===== config.mk =====
export PLATFORM = sky130hd
export DESIGN_NAME = nes_pad_poll_change_events
export DESIGN_NICKNAME = d
export VERILOG_FILES = /design/src/rtl/core/nppce_pkg.sv /design/src/rtl/core/nppce_in_stage.sv /design/src/rtl/core/nppce_poll_core.sv /design/src/rtl/core/nppce_out_stage.sv /design/src/rtl/core/nes_pad_poll_change_events.sv
export SDC_FILE = /design/constraint.sdc
export NUM_CORES = 1
export LEC_CHECK = 0
export BUFFER_PORTS_ARGS = -buffer_cell sky130_fd_sc_hd__buf_4
export CAP_MARGIN = 0
export CORE_MARGIN = 2
export CORE_UTILIZATION = 50
export CTS_CLUSTER_DIAMETER = 30
export DETAILED_ROUTE_END_ITERATION = 12
export PLACE_DENSITY = 0.65
export SETUP_SLACK_MARGIN = 0.02
export SYNTH_ARGS = -nofsm -noshare
export SYNTH_HDL_FRONTEND = slang
export SYNTH_SLANG_ARGS = --single-unit
export TNS_END_PERCENT = 30

===== constraint.sdc =====
create_clock -name i_clk -period 4 [get_ports i_clk]
set_input_delay 1.2 -clock i_clk [delete_from_list [all_inputs] [get_ports i_clk]]
set_output_delay 1.2 -clock i_clk [all_outputs]
set_load 0.01 [all_outputs]

===== src/rtl/core/nppce_pkg.sv =====
// Shared types and constants for the game pad poller with change events.
package nppce_pkg;

    localparam int BUTTON_COUNT_DEF = 8;
    localparam int BUTTON_IDX_W     = 4;
    localparam int PHASE_W          = 16;

    typedef enum logic [2:0] {
        PH_STROBE_HI = 3'd0,
        PH_STROBE_LO = 3'd1,
        PH_WAIT      = 3'd2,
        PH_CLK_HI    = 3'd3,
        PH_CLK_LO    = 3'd4,
        PH_EVENT     = 3'd5
    } t_phase;

    typedef struct packed {
        logic                    strobe_level;
        logic                    clock_level;
        logic                    event_valid;
        logic                    event_pressed;
        logic [BUTTON_IDX_W-1:0] event_button;
    } t_result;

endpackage


===== src/rtl/core/nppce_in_stage.sv =====
// Input register for the tick items: holds one data line sample until the core takes it.
module nppce_in_stage (
    input  logic i_clk,
    input  logic i_rst_n,
    input  logic i_valid,
    output logic o_ready,
    input  logic i_data_line,
    input  logic i_take,
    output logic o_valid,
    output logic o_data_line
);

    logic r_valid;
    logic r_data;

    assign o_ready     = !r_valid || i_take;
    assign o_valid     = r_valid;
    assign o_data_line = r_data;

    always_ff @(posedge i_clk) begin
        if (!i_rst_n) begin
            r_valid <= 1'b0;
        end else if (o_ready) begin
            r_valid <= i_valid;
        end
    end

    always_ff @(posedge i_clk) begin
        if (i_valid && o_ready) begin
            r_data <= i_data_line;
        end
    end

endmodule


===== src/rtl/core/nppce_poll_core.sv =====
// Poll sequencer: phase state, shift register, change scan and the per-tick result.
module nppce_poll_core #(
    parameter int BUTTON_COUNT = nppce_pkg::BUTTON_COUNT_DEF
) (
    input  logic                           i_clk,
    input  logic                           i_rst_n,
    input  logic                           i_step,
    input  logic                           i_data_line,
    input  logic [nppce_pkg::PHASE_W-1:0]  i_phase_ticks,
    output nppce_pkg::t_result             o_result
);
    import nppce_pkg::*;

    localparam int CNT_W = $clog2(BUTTON_COUNT + 1);

    t_phase                  r_phase, n_phase;
    logic [PHASE_W-1:0]      r_tick, n_tick;
    logic [CNT_W-1:0]        r_bit, n_bit;
    logic [BUTTON_COUNT-1:0] r_shift, n_shift;
    logic [BUTTON_COUNT-1:0] r_last, n_last;
    logic [BUTTON_IDX_W-1:0] r_scan, n_scan;

    logic [BUTTON_COUNT-1:0] diff;
    logic [BUTTON_COUNT-1:0] diff_sh;
    logic [BUTTON_COUNT-1:0] shift_sh;
    logic [BUTTON_IDX_W:0]   scan_start;
    logic                    scan_found;
    logic [BUTTON_IDX_W-1:0] scan_idx;
    logic                    tick_last;
    logic                    do_scan;
    logic [CNT_W-1:0]        bit_inc;

    assign diff      = r_shift ^ r_last;
    assign diff_sh   = diff >> r_scan;
    assign shift_sh  = r_shift >> r_scan;
    assign tick_last = !(({1'b0, r_tick} + (PHASE_W+1)'(1)) < {1'b0, i_phase_ticks});
    assign bit_inc   = r_bit + CNT_W'(1);

    // Lowest changed bit at or above the scan start; the scan resumes one past the last event.
    assign scan_start = (r_phase == PH_EVENT) ? ({1'b0, r_scan} + (BUTTON_IDX_W+1)'(1))
                                              : '0;

    always_comb begin
        scan_found = 1'b0;
        scan_idx   = '0;
        for (int i = BUTTON_COUNT - 1; i >= 0; i--) begin
            if (diff[i] && ((BUTTON_IDX_W+1)'(i) >= scan_start)) begin
                scan_found = 1'b1;
                scan_idx   = BUTTON_IDX_W'(i);
            end
        end
    end

    // Next state.
    always_comb begin
        n_phase = r_phase;
        n_tick  = r_tick;
        n_bit   = r_bit;
        n_shift = r_shift;
        n_last  = r_last;
        n_scan  = r_scan;
        do_scan = 1'b0;

        // The pad drives active low, so the sample is inverted on the way in.
        if (r_phase == PH_WAIT && r_tick == '0) begin
            n_shift = (r_shift << 1) | BUTTON_COUNT'(!i_data_line);
        end

        if (!tick_last) begin
            n_tick = r_tick + PHASE_W'(1);
        end else begin
            n_tick = '0;
            case (r_phase)
                PH_STROBE_LO: begin
                    n_bit   = '0;
                    n_phase = PH_WAIT;
                end
                PH_WAIT: begin
                    n_phase = PH_CLK_HI;
                end
                PH_CLK_HI: begin
                    n_phase = PH_CLK_LO;
                end
                PH_CLK_LO: begin
                    n_bit = bit_inc;
                    if (bit_inc >= CNT_W'(BUTTON_COUNT)) begin
                        do_scan = 1'b1;
                    end else begin
                        n_phase = PH_WAIT;
                    end
                end
                PH_EVENT: begin
                    do_scan = 1'b1;
                end
                default: begin
                    n_phase = PH_STROBE_LO;
                end
            endcase
        end

        if (do_scan) begin
            if (scan_found) begin
                n_scan  = scan_idx;
                n_phase = PH_EVENT;
            end else begin
                n_last  = r_shift;
                n_shift = '0;
                n_scan  = '0;
                n_bit   = '0;
                n_phase = PH_STROBE_HI;
            end
        end
    end

    // Pin levels and event for this tick.
    always_comb begin
        o_result = '0;
        case (r_phase)
            PH_STROBE_LO, PH_WAIT, PH_CLK_LO: begin
                o_result = '0;
            end
            PH_CLK_HI: begin
                o_result.clock_level = 1'b1;
            end
            PH_EVENT: begin
                if (r_tick == '0) begin
                    o_result.event_valid   = 1'b1;
                    o_result.event_pressed = shift_sh[0];
                    o_result.event_button  = r_scan;
                end
            end
            default: begin
                o_result.strobe_level = 1'b1;
            end
        endcase
    end

    always_ff @(posedge i_clk) begin
        if (!i_rst_n) begin
            r_phase <= PH_STROBE_HI;
            r_tick  <= '0;
            r_bit   <= '0;
            r_shift <= '0;
            r_last  <= '0;
            r_scan  <= '0;
        end else if (i_step) begin
            r_phase <= n_phase;
            r_tick  <= n_tick;
            r_bit   <= n_bit;
            r_shift <= n_shift;
            r_last  <= n_last;
            r_scan  <= n_scan;
        end
    end

    a_pins_exclusive: assert property (@(posedge i_clk) disable iff (!i_rst_n)
        !(o_result.strobe_level && o_result.clock_level))
        else $error("strobe and clock driven high together");

    a_bit_count_range: assert property (@(posedge i_clk) disable iff (!i_rst_n)
        r_bit <= CNT_W'(BUTTON_COUNT))
        else $error("bit count beyond button count");

    a_event_on_change: assert property (@(posedge i_clk) disable iff (!i_rst_n)
        (r_phase == PH_EVENT) |-> (diff_sh[0] && ({1'b0, r_scan} < (BUTTON_IDX_W+1)'(BUTTON_COUNT))))
        else $error("event phase on a button that did not change");

    a_commit_clears: assert property (@(posedge i_clk) disable iff (!i_rst_n)
        (i_step && do_scan && !scan_found) |=> (r_shift == '0 && r_bit == '0))
        else $error("new poll did not start from a clear shift register");

endmodule


===== src/rtl/core/nppce_out_stage.sv =====
// Result register: holds one result item until the consumer takes it.
module nppce_out_stage (
    input  logic               i_clk,
    input  logic               i_rst_n,
    input  logic               i_load,
    input  nppce_pkg::t_result i_result,
    output logic               o_can_load,
    output logic               o_valid,
    input  logic               i_ready,
    output nppce_pkg::t_result o_result
);
    import nppce_pkg::*;

    logic    r_valid;
    t_result r_result;

    assign o_can_load = !r_valid || i_ready;
    assign o_valid    = r_valid;
    assign o_result   = r_result;

    always_ff @(posedge i_clk) begin
        if (!i_rst_n) begin
            r_valid <= 1'b0;
        end else if (o_can_load) begin
            r_valid <= i_load;
        end
    end

    always_ff @(posedge i_clk) begin
        if (i_load && o_can_load) begin
            r_result <= i_result;
        end
    end

endmodule


===== src/rtl/core/nes_pad_poll_change_events.sv =====
// Top level: game pad poller that turns button changes into event items.
// Throughput: one tick item per cycle, set by the single-pass core between two registers,
// as long as the result register can load; a held result stalls the core.
// The input and result registers let a new item in while a result waits to be taken.
// Synchronous active-low reset: poll restarts at strobe high, status clears, phase length 1.
module nes_pad_poll_change_events #(
    parameter int BUTTON_COUNT = nppce_pkg::BUTTON_COUNT_DEF
) (
    input  logic                                i_clk,
    input  logic                                i_rst_n,
    input  logic                                i_valid,
    output logic                                o_ready,
    input  logic                                i_data_line,
    output logic                                o_valid,
    input  logic                                i_ready,
    output logic                                o_strobe_level,
    output logic                                o_clock_level,
    output logic                                o_event_valid,
    output logic                                o_event_pressed,
    output logic [nppce_pkg::BUTTON_IDX_W-1:0]  o_event_button,
    input  logic                                i_cfg_valid,
    output logic                                o_cfg_ready,
    input  logic [nppce_pkg::PHASE_W-1:0]       i_cfg_data
);
    import nppce_pkg::*;

    logic               r_phase_ticks;
    logic [PHASE_W-1:0] r_phase_len;
    logic               in_valid;
    logic               in_data;
    logic               out_can_load;
    logic               step;
    t_result            core_result;
    t_result            out_result;

    assign o_cfg_ready = 1'b1;

    // r_phase_ticks marks that the phase length register has been written since reset.
    always_ff @(posedge i_clk) begin
        if (!i_rst_n) begin
            r_phase_ticks <= 1'b0;
            r_phase_len   <= PHASE_W'(1);
        end else if (i_cfg_valid) begin
            r_phase_ticks <= 1'b1;
            r_phase_len   <= i_cfg_data;
        end
    end

    assign step = in_valid && out_can_load;

    nppce_in_stage u_in (
        .i_clk       (i_clk),
        .i_rst_n     (i_rst_n),
        .i_valid     (i_valid),
        .o_ready     (o_ready),
        .i_data_line (i_data_line),
        .i_take      (step),
        .o_valid     (in_valid),
        .o_data_line (in_data)
    );

    nppce_poll_core #(
        .BUTTON_COUNT (BUTTON_COUNT)
    ) u_core (
        .i_clk         (i_clk),
        .i_rst_n       (i_rst_n),
        .i_step        (step),
        .i_data_line   (in_data),
        .i_phase_ticks (r_phase_len),
        .o_result      (core_result)
    );

    nppce_out_stage u_out (
        .i_clk      (i_clk),
        .i_rst_n    (i_rst_n),
        .i_load     (step),
        .i_result   (core_result),
        .o_can_load (out_can_load),
        .o_valid    (o_valid),
        .i_ready    (i_ready),
        .o_result   (out_result)
    );

    assign o_strobe_level  = out_result.strobe_level;
    assign o_clock_level   = out_result.clock_level;
    assign o_event_valid   = out_result.event_valid;
    assign o_event_pressed = out_result.event_pressed;
    assign o_event_button  = out_result.event_button;

    a_len_default: assert property (@(posedge i_clk) disable iff (!i_rst_n)
        !r_phase_ticks |-> (r_phase_len == PHASE_W'(1)))
        else $error("phase length changed without a write");

    a_step_loads: assert property (@(posedge i_clk) disable iff (!i_rst_n)
        step |=> o_valid)
        else $error("processed item produced no result");

    a_no_phantom: assert property (@(posedge i_clk) disable iff (!i_rst_n)
        (!in_valid && (!o_valid || i_ready)) |=> !o_valid)
        else $error("result appeared without an item");

endmodule


; ---- Word level (Yosys, flattened, before mapping)
; Cells that the tools add are included.
[classes]
muxes = 37
n_reduce_logical = 23
shifts = 1
n_addsub = 4
magnitude_cmp = 10
bitwise = 3
eq_ne = 8
[ops]
columns = cell, count
row1 = 4-bit 2-to-1 mux, 11
row2 = 8-bit 2-to-1 mux, 3
row3 = 3-bit by 5-bit greater-or-equal comparator with 1-bit output (first input constant), 4
row4 = 16-bit by 1-bit adder with 17-bit output (second input constant), 1
row5 = 17-bit by 16-bit less-than comparator with 1-bit output, 1
row6 = 16-bit by 1-bit adder with 16-bit output (second input constant), 1
row7 = 16-bit logical NOT, 1
row8 = 16-bit 2-to-1 mux, 1
row9 = 3-bit 2-to-1 mux, 5
row10 = 3-bit one-hot mux with 5 select lines, 1
row11 = 1-bit logical AND, 12
row12 = 1-bit 2-to-1 mux, 12
row13 = 1-bit by 5-bit greater-or-equal comparator with 1-bit output (first input constant), 2
row14 = 2-bit by 5-bit greater-or-equal comparator with 1-bit output (first input constant), 2
row15 = 8-bit by 1-bit bitwise OR with 8-bit output, 1
row16 = 4-bit one-hot mux with 2 select lines, 1
row17 = 8-bit by 4-bit >> shifter with 1-bit output, 1
row18 = 8-bit bitwise XOR, 1
row19 = 3-bit by 2-bit equality test with 1-bit output (second input constant), 2
row20 = 3-bit equality test (second input constant), 2
row21 = 6-bit 2-to-1 mux, 1
row22 = 4-bit by 1-bit adder with 5-bit output (second input constant), 1
row23 = 5-bit 2-to-1 mux, 1
row24 = 5-bit OR reduction, 1
row25 = 12 further kinds, 17
[totals]
word_cells = 101
output_inout_bits = 11
register_bits = 70
inputBits = 22

; ---- Depth between registers and ports, before layout
; Gate-level depths: netlist of run 1.
[logic_depth]
word_depth = 14
ltp_mapped = 16
mapped_depth_nobuf = 13

; ---- Modules after synthesis
; A second synthesis of run 1 with hierarchy kept.
[unflattened]
cells_unflattened = 452
area_unflattened_um2 = 4037.6
[modules_own_cells]
columns = module, cells_each, area_each_um2, instances
row1 = nppce_poll_core, 379, 3021.6, 1
row2 = nes_pad_poll_change_events, 54, 630.6, 1
row3 = nppce_out_stage, 13, 297.8, 1
row4 = nppce_in_stage, 6, 87.6, 1

; ---- Worst setup path before layout of run 1
; OpenSTA, ideal clock, no wires.
[synth_path]
path_type = reg2reg
start = register u_core.r_tick[4]
end = register u_core.r_last[6]
required_time_ps = 3928
path_buffers = 3
path_slack_ps = 668
arrival_ps = 3260
setup_ps = 72
stages_incl_launch_ff = 15
path_cell_list = dfxtp_1 clkbuf_1 nand2_1 nor4_1 nand3_1 xnor2_1 ha_1 nand3_1 a2111oi_0 a21boi_0 a211oi_2 nor4_4 buf_6 buf_12 mux2i_1
[synth_between]
elab_chain_cells = 4
[synth_rtl]
columns = element, line_no
row1 = start: declaration, nppce_poll_core.sv:17  ; logic [PHASE_W-1:0] r_tick, n_tick;
row2 = start signal: assignment, nppce_poll_core.sv:148  ; r_tick <= n_tick;
row3 = 16-bit by 1-bit adder with 17-bit output, nppce_poll_core.sv:36  ; assign tick_last = !(({1'b0, r_tick} + (PHASE_W+1)'(1)) < {1'b0, i_phase_ticks});
row4 = 17-bit by 16-bit less-than comparator with 1-bit output, nppce_poll_core.sv:36
row5 = 1-bit 2-to-1 mux, nppce_poll_core.sv:69  ; if (!tick_last) begin
row6 = 3-bit AND reduction (no line), n/a
row7 = end signal: assignment, nppce_poll_core.sv:151  ; r_last <= n_last;
row8 = end: declaration, nppce_poll_core.sv:20  ; logic [BUTTON_COUNT-1:0] r_last, n_last;
; No other way between the ends.
; A chain may end at the register's enable or synchronous reset.

; ---- Final worst setup path of run 1
[layout_path]
start = register u_core.r_tick[0]
end = register u_core.r_last[3]
; Same word-level chain as after synthesis.

==> results of run 1 <==
## final cells by class
cell class	instances	share of cell area
Tap cell	105	0.0288
Timing Repair Buffer	38	0.0633
Clock buffer	13	0.0394
Inverter	25	0.0205
Sequential cell	68	0.316
Multi-Input combinational cell	340	0.518
Clock inverter	3	0.0142
## final timing paths
check	start	endpoint	slack, ns	cells past startpoint
min	u_in.o_data_line	u_core.r_shift[0]	0.46	1
max reg2reg	u_core.r_tick[0]	u_core.r_last[3]	0.40	14
min reg2reg	u_in.o_data_line	u_core.r_shift[0]	0.46	1
max	u_core.r_tick[0]	u_core.r_last[3]	0.40	14
## state kept, by name (all words and copies together) (netlist names)
name	flops
u_out.o_result	7
u_core.r_scan	3
u_in.o_valid	1
u_out.o_valid	1
u_in.o_data_line	1
u_core.r_phase	3
u_core.r_bit	4
r_phase_len	16
u_core.r_shift	8
u_core.r_last	8
u_core.r_tick	16
## metrics by stage
stage / hold slack, ns / worst slack (ns) / total power [µW] / util
CTS: 0.460 / 0.226 / 1540 / 0.564
floorplan: 0.429 / 0.668 / 817 / -
global placement: 0.439 / 0.374 / 858 / 0.534
finish: 0.461 / 0.403 / 1530 / 0.564
detailed placement: 0.451 / 0.240 / 860 / 0.534
global route: 0.495 / 0.0613 / 1590 / 0.564
## power groups by stage
stage | logic, µW | clock network (µW) | registers (µW)
global route | 144 | 723 | 721
floorplan | 86.2 | 0 | 730
CTS | 129 | 692 | 718
detailed placement | 126 | 0 | 734
global placement | 125 | 0 | 733
finish | 129 | 682 | 718
## what timing repair did
action / in CTS / in global routing
setup endpoints to repair: 0 / 17
resized for setup: 0 / 3
setup buffers: 0 / 0
## logic make-up (layout without fill, tap and decap cells)
family	count (synthesis)	count (layout)	synth area share
XOR/XNOR	27	27	0.0595
adder cells (fa/ha/maj)	19	19	0.0580
other	2	2	0.00183
AO/OA/AOI/OAI	95	95	0.154
multiplexers	31	31	0.0824
AND/OR/NAND/NOR	166	166	0.221
flip-flops	68	68	0.351
buffers and inverters	62	79	0.0717
## synth_stat cells, types with 5 or more instances
library cell | number | area share
buf_4 | 5 | 0.0092
nand4_1 | 9 | 0.014
a31o_2 | 5 | 0.011
buf_2 | 7 | 0.0085
mux2i_1 | 27 | 0.066
nand3_1 | 29 | 0.035
a31oi_1 | 5 | 0.0076
o22ai_1 | 14 | 0.021
a21oi_1 | 23 | 0.028
clkbuf_1 | 18 | 0.016
dfxtp_1 | 60 | 0.29
edfxtp_1 | 8 | 0.059
xor2_1 | 12 | 0.026
nor3_1 | 12 | 0.015
xnor2_1 | 14 | 0.030
o21ai_0 | 15 | 0.018
nor2_1 | 30 | 0.027
or3_1 | 8 | 0.012
inv_1 | 24 | 0.022
nand2_1 | 40 | 0.037
ha_1 | 19 | 0.058
## critical path, stage by stage (launching register included)
cell	delay [ns]
dfxtp_1	0.39
ha_1	0.22
and3_2	0.28
nand3_2	0.11
or3_1	0.39
xnor2_1	0.16
ha_1	0.33
nand3_1	0.08
a2111oi_0	0.31
a21boi_1	0.28
a211oi_2	0.06
buf_4	0.19
nor4_4	0.26
buf_6	0.24
mux2i_1	0.21
## per-layer routing
layer  part of all wire  up-vias  global-route usage
li1                   -     1727                   -
met1               0.50     1618               0.314
met2               0.44       88               0.323
met3              0.043       11              0.0295
met4              0.014        0              0.0761
met5                  0        -                   0
==> run_results.csv, run 1 <==
group,metric,value,unit
placement,gp_congestion,0.883,
timing,tightest_slew,0.604,ns
cts,cts_made_buffers,9,
cts,cts-root-buf,"clkbuf_8",
detailed_routing,firstDrtPassIters,4,
placement,dp_cells,576,
cells_and_area,stdcell_count,592,
floorplan,die_area,8940,µm²
cts,ctsLongestPathBuffers,2,
timing,final_max_slew_viol_count,0,
cells_and_area,layout_commonest_cell,"dfxtp_1",
timing,hold_viol,0,
global_route,grt_max_degree,47,
synthesis,synth_ff_type,"dfxtp_1",
global_route,antenna_found_initial,0,
placement,post_dp_cell_area,4320,µm²
timing,relSlewSlack,0.597,
cts,cts.htree.levels,3,
detailed_routing,num_vias,3444,
synthesis,avgSynthCellArea,8.73,µm²
synthesis,syn_area,4100,µm²
worst_setup_path,critPathArrivalTime,3.87,ns
cells_and_area,stdcell_area,4570,µm²
floorplan,ios,33,
worst_hold_path,worstHoldPathType,"reg -> reg",
synthesis,synth_nets,511,
global_route,grt-ovfl-total,0,
synthesis,ys_seq_elements,68,
global_route,grt_pass1_wl,15300,µm
detailed_routing,drtIter0Drc,160,
timing,post-route-period-util,0.899,
power_and_ir_drop,p_comb_frac,0.084,
floorplan,row_count,33,
power_and_ir_drop,power_frac_seq,0.470,
placement,port-buffer-count,30,
cts,cts_hold_buf,0,
worst_setup_path,path_class,"reg -> reg",
cells_and_area,drive_above_1_share,0.162,
cts,clkLatencyLatePin,0.34,ns
cells_and_area,multiInputGateArea,2370,µm²
global_route,grt_pass1_vias,3219,
timing,min_period,3.60,ns
cells_and_area,antenna_cells,0,
power_and_ir_drop,p_int,1180,µW
power_and_ir_drop,ir_drop,0.185,mV
cells_and_area,seqCellArea,1440,µm²
floorplan,core_area,8090,µm²
floorplan,die_w,94.6,µm
global_route,track_usage,0.214,
floorplan,start_util,0.507,
cts,cts_num_sinks,68,
synthesis,synth_seq_area_share,0.351,
timing,setup_viol,0,
detailed_routing,drt-total-wl,8940,µm
timing,tns,0,ns
power_and_ir_drop,power.switching,348,µW
cells_and_area,nNetsFinal,523,
worst_setup_path,start_kind,"flop",
detailed_routing,wl_per_cell,15.1,µm
power_and_ir_drop,powerDensity,335,nW/µm²
job,drv_cap,0,
synthesis,synth_cells,470,
cells_and_area,layout_common_cells,"60 x dfxtp_1, 40 x nand2_1, 37 x buf_4, 30 x nor2_1, 29 x nand3_1",
power_and_ir_drop,pwr-share-clk,0.446,
placement,hpwlAfterDp,6220,µm
timing,clock_skew,0.00621,ns
worst_setup_path,required,4.28,ns
power_and_ir_drop,power.leakage,0.00177,µW
timing,rsz0062_at_grt,"no",
worst_setup_path,cp_max_fo,18,
floorplan,die_y,94.6,µm
cts,cts_tree,"built",
synthesis,synth_edf_count,8,
worst_setup_path,cp-end-kind,"flop",
timing,fmax,278,MHz
outcome,status,"completed",
synthesis,async_flop_share,0,
synthesis,yosysWarnings,0,
cells_and_area,fill_cells,775,
cells_and_area,syn2layout_area_growth,11.4,%
power_and_ir_drop,swShare,0.227,
detailed_routing,drc,0,
cts,clk_pin_slew_worst_paths,0.07,ns
synthesis,yosysUniqueCellTypes,71,
detailed_routing,via_per_inst,5.82,
detailed_routing,drt.antenna.violating_nets,0,
Power figures use the tool's default switching activity.
==> run 2, diff against run 1 <==
--- a/config.mk
+++ b/config.mk
@@ -7,13 +7,12 @@
 export LEC_CHECK = 0
 export BUFFER_PORTS_ARGS = -buffer_cell sky130_fd_sc_hd__buf_4
 export CAP_MARGIN = 0
-export CORE_MARGIN = 2
-export CORE_UTILIZATION = 50
+export CORE_UTILIZATION = 25
 export CTS_CLUSTER_DIAMETER = 30
 export DETAILED_ROUTE_END_ITERATION = 12
-export PLACE_DENSITY = 0.65
+export PLACE_DENSITY = 0.37
 export SETUP_SLACK_MARGIN = 0.02
 export SYNTH_ARGS = -nofsm -noshare
 export SYNTH_HDL_FRONTEND = slang
 export SYNTH_SLANG_ARGS = --single-unit
-export TNS_END_PERCENT = 30
+export TNS_END_PERCENT = 20
==> run 2 against run 1 <==
  * Cell count is 19% higher
  * Critical path depth is 1 higher
  * Sequential share of layout area is 1.5 points lower
  * Final area is 5.0% higher
  * Total power is 11% higher
  * Clock skew is 0.0044 ns higher
  * Clock power is 24% higher
  * Critical endpoint is now u_core.r_last[6]
==> run_results.csv, run 2 (synthesis results as in run 1) <==
group,metric,value,unit
cts,cts_made_buffers,9,
timing,min_period,3.72,ns
detailed_routing,firstDrtPassIters,4,
detailed_routing,wl_per_cell,14.8,µm
timing,hold_viol,0,
worst_setup_path,required,4.26,ns
floorplan,start_util,0.257,
global_route,track_usage,0.136,
timing,relSlewSlack,0.374,
worst_setup_path,path_class,"reg -> reg",
power_and_ir_drop,power.leakage,0.00181,µW
detailed_routing,drc,0,
global_route,grt-ovfl-total,0,
global_route,grt_pass1_wl,17500,µm
job,drv_cap,0,
floorplan,row_count,46,
cells_and_area,stdcell_area,4800,µm²
worst_setup_path,startpoint,"u_core.r_tick[0]",
floorplan,die_w,130,µm
worst_setup_path,rrSetupSlack,0.28,ns
timing,post-route-period-util,0.930,
cells_and_area,drive_above_1_share,0.160,
global_route,antenna_found_initial,0,
detailed_routing,drt.antenna.violating_nets,0,
placement,hpwlAfterDp,7340,µm
worst_setup_path,cp-end-kind,"flop",
cts,cts_tree,"built",
global_route,grt_pass1_vias,3302,
outcome,status,"completed",
worst_setup_path,start_kind,"flop",
cts,cts-root-buf,"clkbuf_16",
cts,clk_pin_slew_worst_paths,0.05,ns
power_and_ir_drop,powerDensity,354,nW/µm²
placement,post_dp_cell_area,4480,µm²
timing,rsz0062_at_grt,"no",
cts,ctsLongestPathBuffers,2,
cells_and_area,antenna_cells,0,
floorplan,core_area,15900,µm²
cts,post_cts_buffers,0,
cells_and_area,layout_common_cells,"60 x dfxtp_1, 40 x nand2_1, 36 x buf_4, 30 x nor2_1, 29 x nand3_1",
timing,setup_viol,0,
cells_and_area,syn2layout_area_growth,16.9,%
timing,fmax,269,MHz
detailed_routing,drt-total-wl,10400,µm
timing,final_max_slew_viol_count,0,
worst_setup_path,critPathArrivalTime,3.98,ns
worst_hold_path,worstHoldPathType,"reg -> reg",
placement,port-buffer-count,30,
detailed_routing,num_vias,3366,
cells_and_area,fill_cells,1704,
floorplan,die_y,130,µm
worst_setup_path,cp_max_fo,22,
detailed_routing,drtIter0Drc,244,
placement,gp_congestion,0.773,
worst_hold_path,min_to,"u_core.r_shift[0]",
cells_and_area,nNetsFinal,523,
worst_hold_path,hold_depth,1,
cells_and_area,reg_top3,"r_phase_len: 16 flops, u_core.r_tick: 16 flops",
timing,clock_skew,0.0106,ns
cts,cts.htree.levels,3,
floorplan,die_area,16900,µm²
timing,tightest_slew,0.938,ns
worst_hold_path,min-delay-start,"u_in.o_data_line",
timing,tns,0,ns
detailed_routing,via_per_inst,4.79,
floorplan,ios,33,
global_route,grt_max_degree,46,
timing,timing.hold.ws,0.457,ns
worst_setup_path,r2r-end,"u_core.r_last[6]",
cts,clkLatencyLatePin,0.34,ns
cells_and_area,layout_commonest_cell,"dfxtp_1",
cts,cts_num_sinks,68,
worst_setup_path,rr_startpoint,"u_core.r_tick[0]",
worst_setup_path,ff2ff_path_depth,15,
power_and_ir_drop,ir_drop,0.176,mV
-- run 2: changes by cell type in the layout (fill, tap and decap cells not counted), sizes merged --
cell	delta
clkbuf	-3
clkinv	+3
-- run 2: routing by layer --
| layer | track usage | wire, µm | vias to the layer above |
|---|---|---|---|
| li1 | - | - | 1719 |
| met1 | 0.181 | 5330 | 1584 |
| met2 | 0.209 | 4560 | 49 |
| met3 | 0.0262 | 302 | 14 |
| met4 | 0.0643 | 201 | 0 |
| met5 | 0 | 0 | - |
-- run 2: power breakdown --
group	internal (µW)	switching, µW	leakage, µW
Combinational	53.9	77.2	0.00109
Clock	541	305	0.000154
Sequential	707	12.5	0.000563
-- run 2: worst max-delay path by stage --
stage / to
CTS: u_core.r_last[1]
finish: u_core.r_last[6]
floorplan: u_core.r_last[6]
global placement: u_core.r_last[6]
global route: u_core.r_last[6]
detailed placement: u_core.r_last[6]
-- run 2: timing repair --
action / 4_1_cts / 5_1_grt
setup endpoints to repair: 0 / 11
hold buffers: 0 / 0
resized for setup: 0 / 2
-- run 2: critical path: stages, from the launching register on --
cell and delay [ns]:
dfxtp_1 0.40, ha_1 0.23, and3_1 0.31, nand3_1 0.21, inv_1 0.09, nand3_1 0.12, xnor2_1 0.17, ha_1 0.32
nand4_1 0.15, a2111oi_0 0.38, a21boi_1 0.30, a211oi_2 0.08, buf_12 0.17, nor4_4 0.30, buf_12 0.21, mux2i_1 0.19
-- run 2: stage by stage --
| step | util | power [µW] | cells | worst slack, ns |
|---|---|---|---|---|
| floorplan | - | 817 | 470 | 0.668 |
| global placement | 0.281 | 867 | 687 | 0.418 |
| detailed placement | 0.281 | 868 | 687 | 0.252 |
| CTS | 0.300 | 1730 | 703 | 0.241 |
| global route | 0.301 | 1770 | 703 | 0.0377 |
| finish | 0.301 | 1700 | 703 | 0.278 |
-- run 2: layout make-up --
type | count | area, µm² | share of cell area
multi-input combinational | 340 | 2370 | 0.495
sequential | 68 | 1440 | 0.301
timing repair buffer | 38 | 310 | 0.0647
tap | 216 | 270 | 0.0564
clock buffer | 10 | 229 | 0.0477
inverter | 25 | 93.8 | 0.0196
clock inverter | 6 | 78.8 | 0.0164
